[src/lagged_fibonacci_range_rng_defines.svh]
`ifndef LAGGED_FIBONACCI_RANGE_RNG_DEFINES_SVH
`define LAGGED_FIBONACCI_RANGE_RNG_DEFINES_SVH

// Same-cycle implication, disabled in reset.
`define LFR_ASSERT_IMP(lbl, ck, rs, ante, cons, msg) \
  lbl: assert property (@(posedge ck) disable iff (rs) (ante) |-> (cons)) \
    else $error(msg);

// Next-cycle implication, disabled in reset.
`define LFR_ASSERT_NXT(lbl, ck, rs, ante, cons, msg) \
  lbl: assert property (@(posedge ck) disable iff (rs) (ante) |=> (cons)) \
    else $error(msg);

`endif

[src/lfr_pkg.sv]
`default_nettype none

package lfr_pkg;

  localparam int TABLE_DEPTH   = 55;
  localparam int PTR_BITS      = $clog2(TABLE_DEPTH);
  localparam int LAG_START     = TABLE_DEPTH - 24;
  localparam int OUT_SHIFT     = 6;
  localparam int WORD_BITS_DEF = 30;

  localparam int SEED_BITS  = 30;
  localparam int SEED_RESET = 1;

  localparam int OP_BITS    = 2;
  localparam int WIDTH_BITS = 5;
  localparam int RANGE_BITS = 24;
  localparam int COUNT_BITS = 8;
  localparam int SIDES_BITS = 16;
  localparam int VALUE_BITS = 25;
  localparam int SPAN_BITS  = 26;
  localparam int MASK_BITS  = 24;

  localparam logic [OP_BITS-1:0] OP_RAW    = 2'd0;
  localparam logic [OP_BITS-1:0] OP_RANGE  = 2'd1;
  localparam logic [OP_BITS-1:0] OP_DICE   = 2'd2;
  localparam logic [OP_BITS-1:0] OP_RESEED = 2'd3;

  typedef struct packed {
    logic accept;
    logic setup;
    logic fill_step;
    logic sum_step;
    logic eval_step;
    logic load_out;
    logic fill_seed_one;
  } lfr_cmd_t;

  typedef struct packed {
    logic in_reseed;
    logic nodraw;
    logic fill_last;
    logic eval_last;
  } lfr_sts_t;

  // All ones from the top set bit down: next power of two minus one.
  function automatic logic [MASK_BITS-1:0] smear(input logic [MASK_BITS-1:0] v);
    logic [MASK_BITS-1:0] m;
    m = v;
    m = m | (m >> 1);
    m = m | (m >> 2);
    m = m | (m >> 4);
    m = m | (m >> 8);
    m = m | (m >> 16);
    return m;
  endfunction

endpackage

`default_nettype wire

[src/lfr_if.sv]
`default_nettype none

interface lfr_in_if;
  logic                                    valid;
  logic                                    ready;
  logic        [lfr_pkg::OP_BITS-1:0]      opcode;
  logic        [lfr_pkg::WIDTH_BITS-1:0]   bit_width;
  logic signed [lfr_pkg::RANGE_BITS-1:0]   range_low;
  logic signed [lfr_pkg::RANGE_BITS-1:0]   range_high;
  logic        [lfr_pkg::COUNT_BITS-1:0]   dice_count;
  logic        [lfr_pkg::SIDES_BITS-1:0]   dice_sides;

  modport source (output valid, opcode, bit_width, range_low, range_high, dice_count,
                  dice_sides, input ready);
  modport sink (input valid, opcode, bit_width, range_low, range_high, dice_count,
                dice_sides, output ready);
endinterface

interface lfr_out_if;
  logic                                  valid;
  logic                                  ready;
  logic signed [lfr_pkg::VALUE_BITS-1:0] value;

  modport source (output valid, value, input ready);
  modport sink (input valid, value, output ready);
endinterface

interface lfr_cfg_if;
  logic                           valid;
  logic                           ready;
  logic [lfr_pkg::SEED_BITS-1:0]  seed;

  modport source (output valid, seed, input ready);
  modport sink (input valid, seed, output ready);
endinterface

`default_nettype wire

[src/lfr_ram.sv]
`default_nettype none

module lfr_ram #(
  parameter int WIDTH = 30,
  parameter int DEPTH = 55
) (
  input  wire logic                     clk,
  input  wire logic                     we,
  input  wire logic [$clog2(DEPTH)-1:0] waddr,
  input  wire logic [WIDTH-1:0]         wdata,
  input  wire logic [$clog2(DEPTH)-1:0] raddr_a,
  input  wire logic [$clog2(DEPTH)-1:0] raddr_b,
  output logic      [WIDTH-1:0]         rdata_a,
  output logic      [WIDTH-1:0]         rdata_b
);

  logic [WIDTH-1:0] mem [DEPTH];

  always_ff @(posedge clk) begin
    if (we) begin
      mem[waddr] <= wdata;
    end
    rdata_a <= mem[raddr_a];
    rdata_b <= mem[raddr_b];
  end

endmodule

`default_nettype wire

[src/lfr_ctrl.sv]
`default_nettype none

`include "lagged_fibonacci_range_rng_defines.svh"

module lfr_ctrl (
  input  wire logic              clk,
  input  wire logic              rst,
  input  wire logic              in_valid,
  output logic                   in_ready,
  output logic                   out_valid,
  input  wire logic              out_ready,
  input  wire lfr_pkg::lfr_sts_t sts,
  output lfr_pkg::lfr_cmd_t      cmd
);

  import lfr_pkg::*;

  localparam logic [2:0] S_FILL  = 3'd0;
  localparam logic [2:0] S_IDLE  = 3'd1;
  localparam logic [2:0] S_SETUP = 3'd2;
  localparam logic [2:0] S_SUM   = 3'd3;
  localparam logic [2:0] S_EVAL  = 3'd4;
  localparam logic [2:0] S_DONE  = 3'd5;

  logic [2:0] state;
  logic [2:0] state_next;
  logic       reply;       // fill was asked for by a reseed item, so it answers
  logic       reply_next;
  logic       finish;
  logic       out_free;

  assign out_free = !out_valid || out_ready;
  assign in_ready = (state == S_IDLE);

  always_comb begin
    cmd               = '0;
    cmd.fill_seed_one = !reply;
    state_next        = state;
    reply_next        = reply;
    finish            = 1'b0;
    case (state)
      S_FILL: begin
        cmd.fill_step = 1'b1;
        if (sts.fill_last) begin
          if (reply) begin
            finish = 1'b1;
          end else begin
            state_next = S_IDLE;
          end
        end
      end
      S_IDLE: begin
        if (in_valid) begin
          cmd.accept = 1'b1;
          if (sts.in_reseed) begin
            state_next = S_FILL;
            reply_next = 1'b1;
          end else begin
            state_next = S_SETUP;
          end
        end
      end
      S_SETUP: begin
        cmd.setup = 1'b1;
        if (sts.nodraw) begin
          finish = 1'b1;
        end else begin
          state_next = S_SUM;
        end
      end
      S_SUM: begin
        cmd.sum_step = 1'b1;
        state_next   = S_EVAL;
      end
      S_EVAL: begin
        cmd.eval_step = 1'b1;
        if (sts.eval_last) begin
          finish = 1'b1;
        end else begin
          state_next = S_SUM;
        end
      end
      S_DONE: begin
        finish = 1'b1;
      end
      default: begin
        state_next = S_IDLE;
      end
    endcase
    if (finish) begin
      if (out_free) begin
        cmd.load_out = 1'b1;
        state_next   = S_IDLE;
      end else begin
        state_next = S_DONE;
      end
    end
  end

  always_ff @(posedge clk) begin
    if (rst) begin
      state     <= S_FILL;
      reply     <= 1'b0;
      out_valid <= 1'b0;
    end else begin
      state <= state_next;
      reply <= reply_next;
      if (cmd.load_out) begin
        out_valid <= 1'b1;
      end else if (out_ready) begin
        out_valid <= 1'b0;
      end
    end
  end

  `LFR_ASSERT_NXT(a_reseed_fills, clk, rst, (state == S_IDLE) && in_valid && sts.in_reseed, (state == S_FILL) && reply, "reseed item did not start an answering fill")
  `LFR_ASSERT_IMP(a_out_from_load, clk, rst, $rose(out_valid), $past(cmd.load_out), "result appeared without a load")

endmodule

`default_nettype wire

[src/lfr_dpath.sv]
`default_nettype none

`include "lagged_fibonacci_range_rng_defines.svh"

module lfr_dpath #(
  parameter int WORD_BITS = lfr_pkg::WORD_BITS_DEF
) (
  input  wire logic                                  clk,
  input  wire logic                                  rst,
  input  wire lfr_pkg::lfr_cmd_t                     cmd,
  output lfr_pkg::lfr_sts_t                          sts,
  input  wire logic        [lfr_pkg::OP_BITS-1:0]    in_opcode,
  input  wire logic        [lfr_pkg::WIDTH_BITS-1:0] in_bit_width,
  input  wire logic signed [lfr_pkg::RANGE_BITS-1:0] in_range_low,
  input  wire logic signed [lfr_pkg::RANGE_BITS-1:0] in_range_high,
  input  wire logic        [lfr_pkg::COUNT_BITS-1:0] in_dice_count,
  input  wire logic        [lfr_pkg::SIDES_BITS-1:0] in_dice_sides,
  input  wire logic                                  cfg_we,
  input  wire logic        [lfr_pkg::SEED_BITS-1:0]  cfg_seed,
  output logic signed      [lfr_pkg::VALUE_BITS-1:0] out_value
);

  import lfr_pkg::*;

  localparam int DRAW_BITS = WORD_BITS - OUT_SHIFT;
  localparam int PW        = PTR_BITS + 1;

  logic [SEED_BITS-1:0] seed;
  logic [PTR_BITS-1:0]  wp;
  logic [PTR_BITS-1:0]  lp;
  logic [PTR_BITS-1:0]  fi;
  logic [WORD_BITS-1:0] f1;
  logic [WORD_BITS-1:0] f2;

  logic [OP_BITS-1:0]          op;
  logic [WIDTH_BITS-1:0]       width;
  logic [COUNT_BITS-1:0]       count;
  logic signed [SPAN_BITS-1:0] spm1;  // span minus one
  logic [VALUE_BITS-1:0]       mask;
  logic [VALUE_BITS-1:0]       acc;
  logic [VALUE_BITS-1:0]       acc_next;
  logic [COUNT_BITS-1:0]       left;
  logic [COUNT_BITS-1:0]       left_setup;
  logic [DRAW_BITS-1:0]        draw;

  logic                  ram_we;
  logic [PTR_BITS-1:0]   ram_waddr;
  logic [WORD_BITS-1:0]  ram_wdata;
  logic [WORD_BITS-1:0]  rd_w;
  logic [WORD_BITS-1:0]  rd_l;
  logic [WORD_BITS-1:0]  sum;
  logic [WORD_BITS-1:0]  fill_word;
  logic [VALUE_BITS-1:0] n;
  logic                  hit;
  logic                  span_pos;
  logic [VALUE_BITS-1:0] acc_accept;
  logic [VALUE_BITS-1:0] mask_setup;

  lfr_ram #(
    .WIDTH (WORD_BITS),
    .DEPTH (TABLE_DEPTH)
  ) u_table (
    .clk     (clk),
    .we      (ram_we),
    .waddr   (ram_waddr),
    .wdata   (ram_wdata),
    .raddr_a (wp),
    .raddr_b (lp),
    .rdata_a (rd_w),
    .rdata_b (rd_l)
  );

  assign sum = rd_w + rd_l;

  always_comb begin
    if (fi == '0) begin
      fill_word = cmd.fill_seed_one ? WORD_BITS'(SEED_RESET) : WORD_BITS'(seed);
    end else if (fi == PTR_BITS'(1)) begin
      fill_word = WORD_BITS'(1);
    end else begin
      fill_word = f1 + f2;
    end
  end

  assign ram_we    = cmd.fill_step || cmd.sum_step;
  assign ram_waddr = cmd.fill_step ? fi : wp;
  assign ram_wdata = cmd.fill_step ? fill_word : sum;

  // Accept-time start value of the accumulator.
  always_comb begin
    case (in_opcode)
      OP_RANGE: acc_accept = VALUE_BITS'(in_range_low);
      OP_DICE:  acc_accept = (in_dice_sides == '0) ? '0 : VALUE_BITS'(in_dice_count);
      default:  acc_accept = '0;
    endcase
  end

  // Setup: number of accepted draws still owed, and the draw mask.
  assign span_pos = !spm1[SPAN_BITS-1] && (spm1 != '0);

  always_comb begin
    case (op)
      OP_RAW:   left_setup = COUNT_BITS'(1);
      OP_RANGE: left_setup = span_pos ? COUNT_BITS'(1) : '0;
      OP_DICE:  left_setup = span_pos ? count : '0;
      default:  left_setup = '0;
    endcase
    if (op == OP_RAW) begin
      if (width >= WIDTH_BITS'(VALUE_BITS)) begin
        mask_setup = '1;
      end else begin
        mask_setup = (VALUE_BITS'(1) << width) - VALUE_BITS'(1);
      end
    end else begin
      mask_setup = VALUE_BITS'(smear(spm1[MASK_BITS-1:0]));
    end
  end

  assign n   = VALUE_BITS'(draw) & mask;
  assign hit = (op == OP_RAW) || (n <= spm1[VALUE_BITS-1:0]);

  always_comb begin
    acc_next = acc;
    if (cmd.eval_step && hit) begin
      acc_next = acc + n;
    end
  end

  assign sts.in_reseed = (in_opcode == OP_RESEED);
  assign sts.nodraw    = (left_setup == '0);
  assign sts.fill_last = (fi == PTR_BITS'(TABLE_DEPTH - 1));
  assign sts.eval_last = hit && (left == COUNT_BITS'(1));

  // Control state.
  always_ff @(posedge clk) begin
    if (rst) begin
      seed <= SEED_BITS'(SEED_RESET);
      wp   <= '0;
      lp   <= PTR_BITS'(LAG_START);
      fi   <= '0;
      left <= '0;
    end else begin
      if (cfg_we) begin
        seed <= cfg_seed;
      end
      if (cmd.accept && sts.in_reseed) begin
        wp <= '0;
        lp <= PTR_BITS'(LAG_START);
        fi <= '0;
      end else if (cmd.sum_step) begin
        wp <= (wp == PTR_BITS'(TABLE_DEPTH - 1)) ? '0 : wp + PTR_BITS'(1);
        lp <= (lp == PTR_BITS'(TABLE_DEPTH - 1)) ? '0 : lp + PTR_BITS'(1);
      end
      if (cmd.fill_step && !sts.fill_last) begin
        fi <= fi + PTR_BITS'(1);
      end
      if (cmd.setup) begin
        left <= left_setup;
      end else if (cmd.eval_step && hit) begin
        left <= left - COUNT_BITS'(1);
      end
    end
  end

  // Payload.
  always_ff @(posedge clk) begin
    if (cmd.fill_step) begin
      f2 <= f1;
      f1 <= fill_word;
    end
    if (cmd.accept) begin
      op    <= in_opcode;
      width <= in_bit_width;
      count <= in_dice_count;
      if (in_opcode == OP_DICE) begin
        spm1 <= $signed(SPAN_BITS'(in_dice_sides) - SPAN_BITS'(1));
      end else begin
        spm1 <= SPAN_BITS'(in_range_high) - SPAN_BITS'(in_range_low);
      end
    end
    if (cmd.setup) begin
      mask <= mask_setup;
    end
    if (cmd.sum_step) begin
      draw <= sum[WORD_BITS-1:OUT_SHIFT];
    end
    if (cmd.accept) begin
      acc <= acc_accept;
    end else begin
      acc <= acc_next;
    end
    if (cmd.load_out) begin
      out_value <= $signed(acc_next);
    end
  end

  `LFR_ASSERT_IMP(a_lag_gap, clk, rst, 1'b1, (PW'(wp) + PW'(LAG_START) == PW'(lp)) || (PW'(lp) + PW'(TABLE_DEPTH - LAG_START) == PW'(wp)), "lag pointer lost its distance to write pointer")
  `LFR_ASSERT_IMP(a_fill_in_table, clk, rst, 1'b1, fi <= PTR_BITS'(TABLE_DEPTH - 1), "fill index past table end")
  `LFR_ASSERT_IMP(a_draw_owed, clk, rst, cmd.sum_step, left != '0, "table step with no draw owed")

endmodule

`default_nettype wire

[src/lagged_fibonacci_range_rng.sv]
// Lagged Fibonacci generator (lags 55/24); one item in work at a time, read-modify-write of a
// two-read-port table, each table step a sum state then an evaluate state. A range draw repeats
// the step per rejected attempt (rejection), dice per attempt per die; an empty span, 0 or 1
// sides and 0 dice draw nothing, and reseed refills the table. A new item is taken the cycle
// after a result loads.
// Sync active-high reset: seed = 1, then a 55-word table fill during which no item is accepted.
`default_nettype none

module lagged_fibonacci_range_rng #(
  parameter int WORD_BITS = lfr_pkg::WORD_BITS_DEF
) (
  input  wire logic clk,
  input  wire logic rst,
  lfr_in_if.sink    req,
  lfr_out_if.source rsp,
  lfr_cfg_if.sink   cfg
);

  import lfr_pkg::*;

  lfr_cmd_t cmd;
  lfr_sts_t sts;

  assign cfg.ready = 1'b1;

  lfr_ctrl u_ctrl (
    .clk       (clk),
    .rst       (rst),
    .in_valid  (req.valid),
    .in_ready  (req.ready),
    .out_valid (rsp.valid),
    .out_ready (rsp.ready),
    .sts       (sts),
    .cmd       (cmd)
  );

  lfr_dpath #(
    .WORD_BITS (WORD_BITS)
  ) u_dpath (
    .clk           (clk),
    .rst           (rst),
    .cmd           (cmd),
    .sts           (sts),
    .in_opcode     (req.opcode),
    .in_bit_width  (req.bit_width),
    .in_range_low  (req.range_low),
    .in_range_high (req.range_high),
    .in_dice_count (req.dice_count),
    .in_dice_sides (req.dice_sides),
    .cfg_we        (cfg.valid),
    .cfg_seed      (cfg.seed),
    .out_value     (rsp.value)
  );

endmodule

`default_nettype wire

[src/flat_wrapper.sv]
// flat-port wrapper written by rule: the top's interface ports become plain ports
module lagged_fibonacci_range_rng_flat import lfr_pkg::*;
#(
  parameter int WORD_BITS = lfr_pkg::WORD_BITS_DEF
)
  (clk, rst, req_valid, req_opcode, req_bit_width, req_range_low, req_range_high, req_dice_count, req_dice_sides, req_ready, rsp_valid, rsp_value, rsp_ready, cfg_valid, cfg_seed, cfg_ready);
  lfr_in_if req_i ();
  lfr_out_if rsp_i ();
  lfr_cfg_if cfg_i ();
  input  wire logic clk;
  input  wire logic rst;
  input wire logic [$bits(req_i.valid)-1:0] req_valid;
  input wire logic [$bits(req_i.opcode)-1:0] req_opcode;
  input wire logic [$bits(req_i.bit_width)-1:0] req_bit_width;
  input wire logic [$bits(req_i.range_low)-1:0] req_range_low;
  input wire logic [$bits(req_i.range_high)-1:0] req_range_high;
  input wire logic [$bits(req_i.dice_count)-1:0] req_dice_count;
  input wire logic [$bits(req_i.dice_sides)-1:0] req_dice_sides;
  output wire logic [$bits(req_i.ready)-1:0] req_ready;
  output wire logic [$bits(rsp_i.valid)-1:0] rsp_valid;
  output wire logic [$bits(rsp_i.value)-1:0] rsp_value;
  input wire logic [$bits(rsp_i.ready)-1:0] rsp_ready;
  input wire logic [$bits(cfg_i.valid)-1:0] cfg_valid;
  input wire logic [$bits(cfg_i.seed)-1:0] cfg_seed;
  output wire logic [$bits(cfg_i.ready)-1:0] cfg_ready;
  assign req_i.valid = req_valid;
  assign req_i.opcode = req_opcode;
  assign req_i.bit_width = req_bit_width;
  assign req_i.range_low = req_range_low;
  assign req_i.range_high = req_range_high;
  assign req_i.dice_count = req_dice_count;
  assign req_i.dice_sides = req_dice_sides;
  assign req_ready = req_i.ready;
  assign rsp_valid = rsp_i.valid;
  assign rsp_value = rsp_i.value;
  assign rsp_i.ready = rsp_ready;
  assign cfg_i.valid = cfg_valid;
  assign cfg_i.seed = cfg_seed;
  assign cfg_ready = cfg_i.ready;
  lagged_fibonacci_range_rng #(.WORD_BITS(WORD_BITS)) u_core (.clk(clk), .rst(rst), .req(req_i), .rsp(rsp_i), .cfg(cfg_i));
endmodule
[config.mk]
export PLATFORM = sky130hd
export DESIGN_NAME = lagged_fibonacci_range_rng_flat
export DESIGN_NICKNAME = d
export VERILOG_FILES = /design/src/lfr_pkg.sv /design/src/lfr_if.sv /design/src/lfr_ram.sv /design/src/lfr_ctrl.sv /design/src/lfr_dpath.sv /design/src/lagged_fibonacci_range_rng.sv /design/src/flat_wrapper.sv
export VERILOG_INCLUDE_DIRS = /design/src /design/src/src
export SDC_FILE = /design/constraint.sdc
export NUM_CORES = 2
export LEC_CHECK = 0
export CAP_MARGIN = 30
export CORE_MARGIN = 3
export CORE_UTILIZATION = 35
export CTS_CLUSTER_SIZE = 25
export DETAILED_ROUTE_END_ITERATION = 6
export DONT_BUFFER_PORTS = 1
export GPL_TIMING_DRIVEN = 0
export MAX_ROUTING_LAYER = met4
export PLACE_DENSITY = 0.62
export SLEW_MARGIN = 10
export SYNTH_ARGS = -nofsm -noshare
export SYNTH_HDL_FRONTEND = slang
export SYNTH_SLANG_ARGS = --single-unit
export TNS_END_PERCENT = 30
[constraint.sdc]
create_clock -name clk -period 4.1 [get_ports clk]
set_input_delay 0 -clock clk [delete_from_list [all_inputs] [get_ports clk]]
set_output_delay 0 -clock clk [all_outputs]
set_load 0.02 [all_outputs]
==> flow_summary_export.csv <==
group,metric,value,unit
global_route,grt_pass1_vias,56860,
pwr,p_switching,10.46,mW
synth,synth_top_area_frac,0.5852,
pwr,vdd_ir_drop_max,0.4376,mV
synth,async_reset_ff_frac,0,
clocking,cts-root-buf,"clkbuf_16",
sta,period_needed,4202,ps
sta,final.period_utilization,1.025,
worst_setup_path,r2r_slack,-100,ps
die,die_x,523.0,µm
finish,drive_above_1_share,0.3182,
route,drc,0,
route,antenna_left,0,
pwr,intPower,34.33,mW
global_route,grt_usage,0.2343,
clocking,cts_buffers,207,
finish,final_common_cell,"edfxtp_1",
sta,fmax,238.0,MHz
clocking,cts_tree,"yes",
synth,syn_area,93540,µm²
synth,synth_edf_count,1823,
synth,synth.avg_cell_area,18.47,µm²
synth,synth-seq-area-share,0.6164,
hold_path,holdPathStages,5,
pwr,swShare,0.2335,
synth,ys_ff_latch,1969,
route,drt-pass1-iter-count,6,
sta,fin_skew,62.82,ps
finish,area_growth,20.46,%
hold_path,holdCritPathClass,"input port to flop",
worst_setup_path,end_kind,"flop",
worst_setup_path,r2r-end,"u_core.u_dpath.u_table.rdata_a[21]",
finish,fin_nets,6041,
die,ios,142,
sta,slew_viol_final,0,
sta,whs,80.17,ps
worst_setup_path,worstPathMaxFanout,10,
pwr,power_frac_comb,0.072,
synth,synth_flop_cell,"edfxtp_1",
worst_setup_path,critPathLaunch,"u_core.u_dpath.wp[1]",
global_route,antenna_found_initial,31,
worst_setup_path,timing.rr.start,"u_core.u_dpath.wp[1]",
pwr,p_leak,37.53,nW
synth,synthTopCellsByArea,"edfxtp_1 59%, mux4_2 25%, dfxtp_1 3.1%, ha_1 1.9%, nand2_1 1.1%",
placed_design,gpl.final_weighted_congestion,0.9653,
worst_setup_path,crit_arrival,4890,ps
synth,synth_cells,5064,
synth,synth_nets,5321,
worst_setup_path,cp_top_family,"buffers and inverters",
clocking,path_clk_slew,60,ps
worst_setup_path,critPathKind,"flop to flop",
clocking,clock_path_buffers,3,
pwr,power.density,397.5,nW/µm²
die,initial_core_util,0.3522,
hold_path,hold_end,"u_core.u_dpath.spm1[16]",
global_route,gr-total-overflow,0,
sta,setup_viol_count_final,81,
worst_setup_path,cp_slowest_cell,"clkbuf_2",
placed_design,pre_cts_slack,-1429,ps
placed_design,portBuffers,0,
worst_setup_path,slowest_delay,690,ps
pwr,clkPwrFrac,0.421,
worst_setup_path,r2r_cells,7,
placed_design,dp_hpwl,228.1,mm
route,wl,315.6,mm
die,fp.dieArea,273500,µm²
route,routed_via_density,6.000,
synth,yosys.area.top_type,"edfxtp_1",
synth,ys_warn_count,0,
run_status,status,"complete, but fails checks",
sta,rsz0062_at_grt,"true",
global_route,grt_first_pass_wirelength,437.7,mm
clocking,clock-sinks,1969,
route,wire_per_inst,33.19,µm
worst_setup_path,cp_num_buf_inv,4,
worst_setup_path,critPathLaunchType,"flop",
hold_path,hold_start,"req_dice_sides[11]",
finish,final_cell_mix,"1823 x edfxtp_1, 1020 x mux4_2, 251 x nand2_1",
clocking,worstSkewPairLatency,870,ps
run_status,violations,"negative setup slack",
sta,hold_violations,0,
pwr,power_frac_seq,0.508,
run,maxCapViolCount,0,
sta,finalWorstSetupSlack,-102.2,ps
sta,slew_headroom,0.2483,
route,vias,57046,
clocking,h-tree-depth,4,
die,rows,189,
die,coreArea,265600,µm²
route,drt-initial-drc-count,8170,
die,die_h,523.0,µm
global_route,grt_max_degree,70,
synth,synth_cell_type_count,87,
worst_setup_path,crit_required,4790,ps
sta,worst_pin_slew,1127,ps
worst_setup_path,worstPathCellList,"clkbuf_2 -> clkbuf_2 -> buf_2 -> clkbuf_1 -> mux4_2 -> mux2_2 -> mux4_2",
[worst register-to-register path: cells and delay by family, from the launching register on]
| kind | cells | cell delay, ps |
|---|---|---|
| buf+inv | 4 | 2470 |
| flops | 1 | 400 |
| mux | 3 | 1160 |
[synth_stat cells, types with 33 or more instances]
| cell type | count |
|---|---|
| edfxtp_1 | 1823 |
| mux4_2 | 1020 |
| nand2_1 | 273 |
| clkbuf_1 | 206 |
| nor2_1 | 183 |
| o21ai_0 | 158 |
| dfxtp_1 | 146 |
| ha_1 | 139 |
| a21oi_1 | 111 |
| inv_1 | 106 |
| mux2i_1 | 94 |
| buf_1 | 81 |
| mux2_2 | 81 |
| xnor2_1 | 68 |
| xor2_1 | 56 |
| a21o_1 | 48 |
| nand3_1 | 34 |
| nor3_1 | 33 |
[cell type report]
type	count	area (µm²)
antenna	15	37.54
timing repair buffer	512	6997
tap	3533	4420
inverter	106	397.9
clock buffer	261	5598
clock inverter	123	1137
multi-input combinational	2673	35100
buffer	315	1336
fill	22969	152900
sequential	1969	57670
[how the worst max path moves through the flow]
stage                                              end  cells after the start  slack, ps
floorplan             u_core.u_dpath.u_table.mem[0][5]                      6         70
global placement     u_core.u_dpath.u_table.mem[10][5]                      5      -4000
detailed placement  u_core.u_dpath.u_table.mem[35][10]                     10      -1430
CTS                 u_core.u_dpath.u_table.mem[30][17]                     14       -120
global route         u_core.u_dpath.u_table.rdata_b[0]                      7       -120
finish              u_core.u_dpath.u_table.rdata_a[21]                      7       -100
[state kept, by name, summed over array words and instances, names as in the netlist, 25 cells and up]
register / count
u_core.u_dpath.seed: 30
u_core.u_dpath.u_table.mem: 1650
u_core.u_dpath.out_value: 25
u_core.u_dpath.u_table.rdata_a: 30
u_core.u_dpath.f2: 30
u_core.u_dpath.u_table.rdata_b: 30
u_core.u_dpath.acc: 25
u_core.u_dpath.spm1: 25
u_core.u_dpath.f1: 30
[power by group through the flow]
stage,clock (mW),combinational (mW),sequential [mW]
floorplan,0,1.36,23.2
finish,18.8,3.21,22.8
CTS,19.0,3.04,22.7
global route,19.8,3.31,22.8
detailed placement,0,2.74,23.2
global placement,0,2.30,23.3
[through the flow]
stage	utilization	power (mW)	TNS, ps	instance area (µm²)	instances
2_1_floorplan	-	24.53	0	93550	5064
3_3_place_gp	0.3689	25.59	-7701870	97970	8597
3_5_place_dp	0.3838	25.91	-1633730	101900	8780
4_1_cts	0.4218	44.80	-9554	112000	9456
5_1_grt	0.4243	45.90	-1958	112700	9500
6_report	0.4243	44.79	-2636	112700	9507
[cells by family after synthesis]
group | synth area share
mux | 0.2660
buf+inv | 0.01751
compound gates | 0.03492
other cells | 0.00004009
simple gates | 0.03355
flops | 0.6164
xor+xnor | 0.01161
fa+ha+maj | 0.01990
[routing by layer]
layer / vias up / global-route usage / share of wire
met5: - / - / 0
met4: 0 / 0.1241 / 0.062
met3: 650 / 0.05921 / 0.11
met2: 3630 / 0.3542 / 0.46
met1: 30102 / 0.2908 / 0.37
li1: 22664 / - / -
[what timing repair did]
item                                    4_1_cts  5_1_grt
gates cloned                                  0        0
endpoints found under the setup margin     2375     1298
hold buffers                                237        0
pin swaps                                    33       14
buffers inserted                             56       14
gates resized for setup                      45       56
endpoints found under the hold margin       191        0
(Power assumes the default switching activity.)
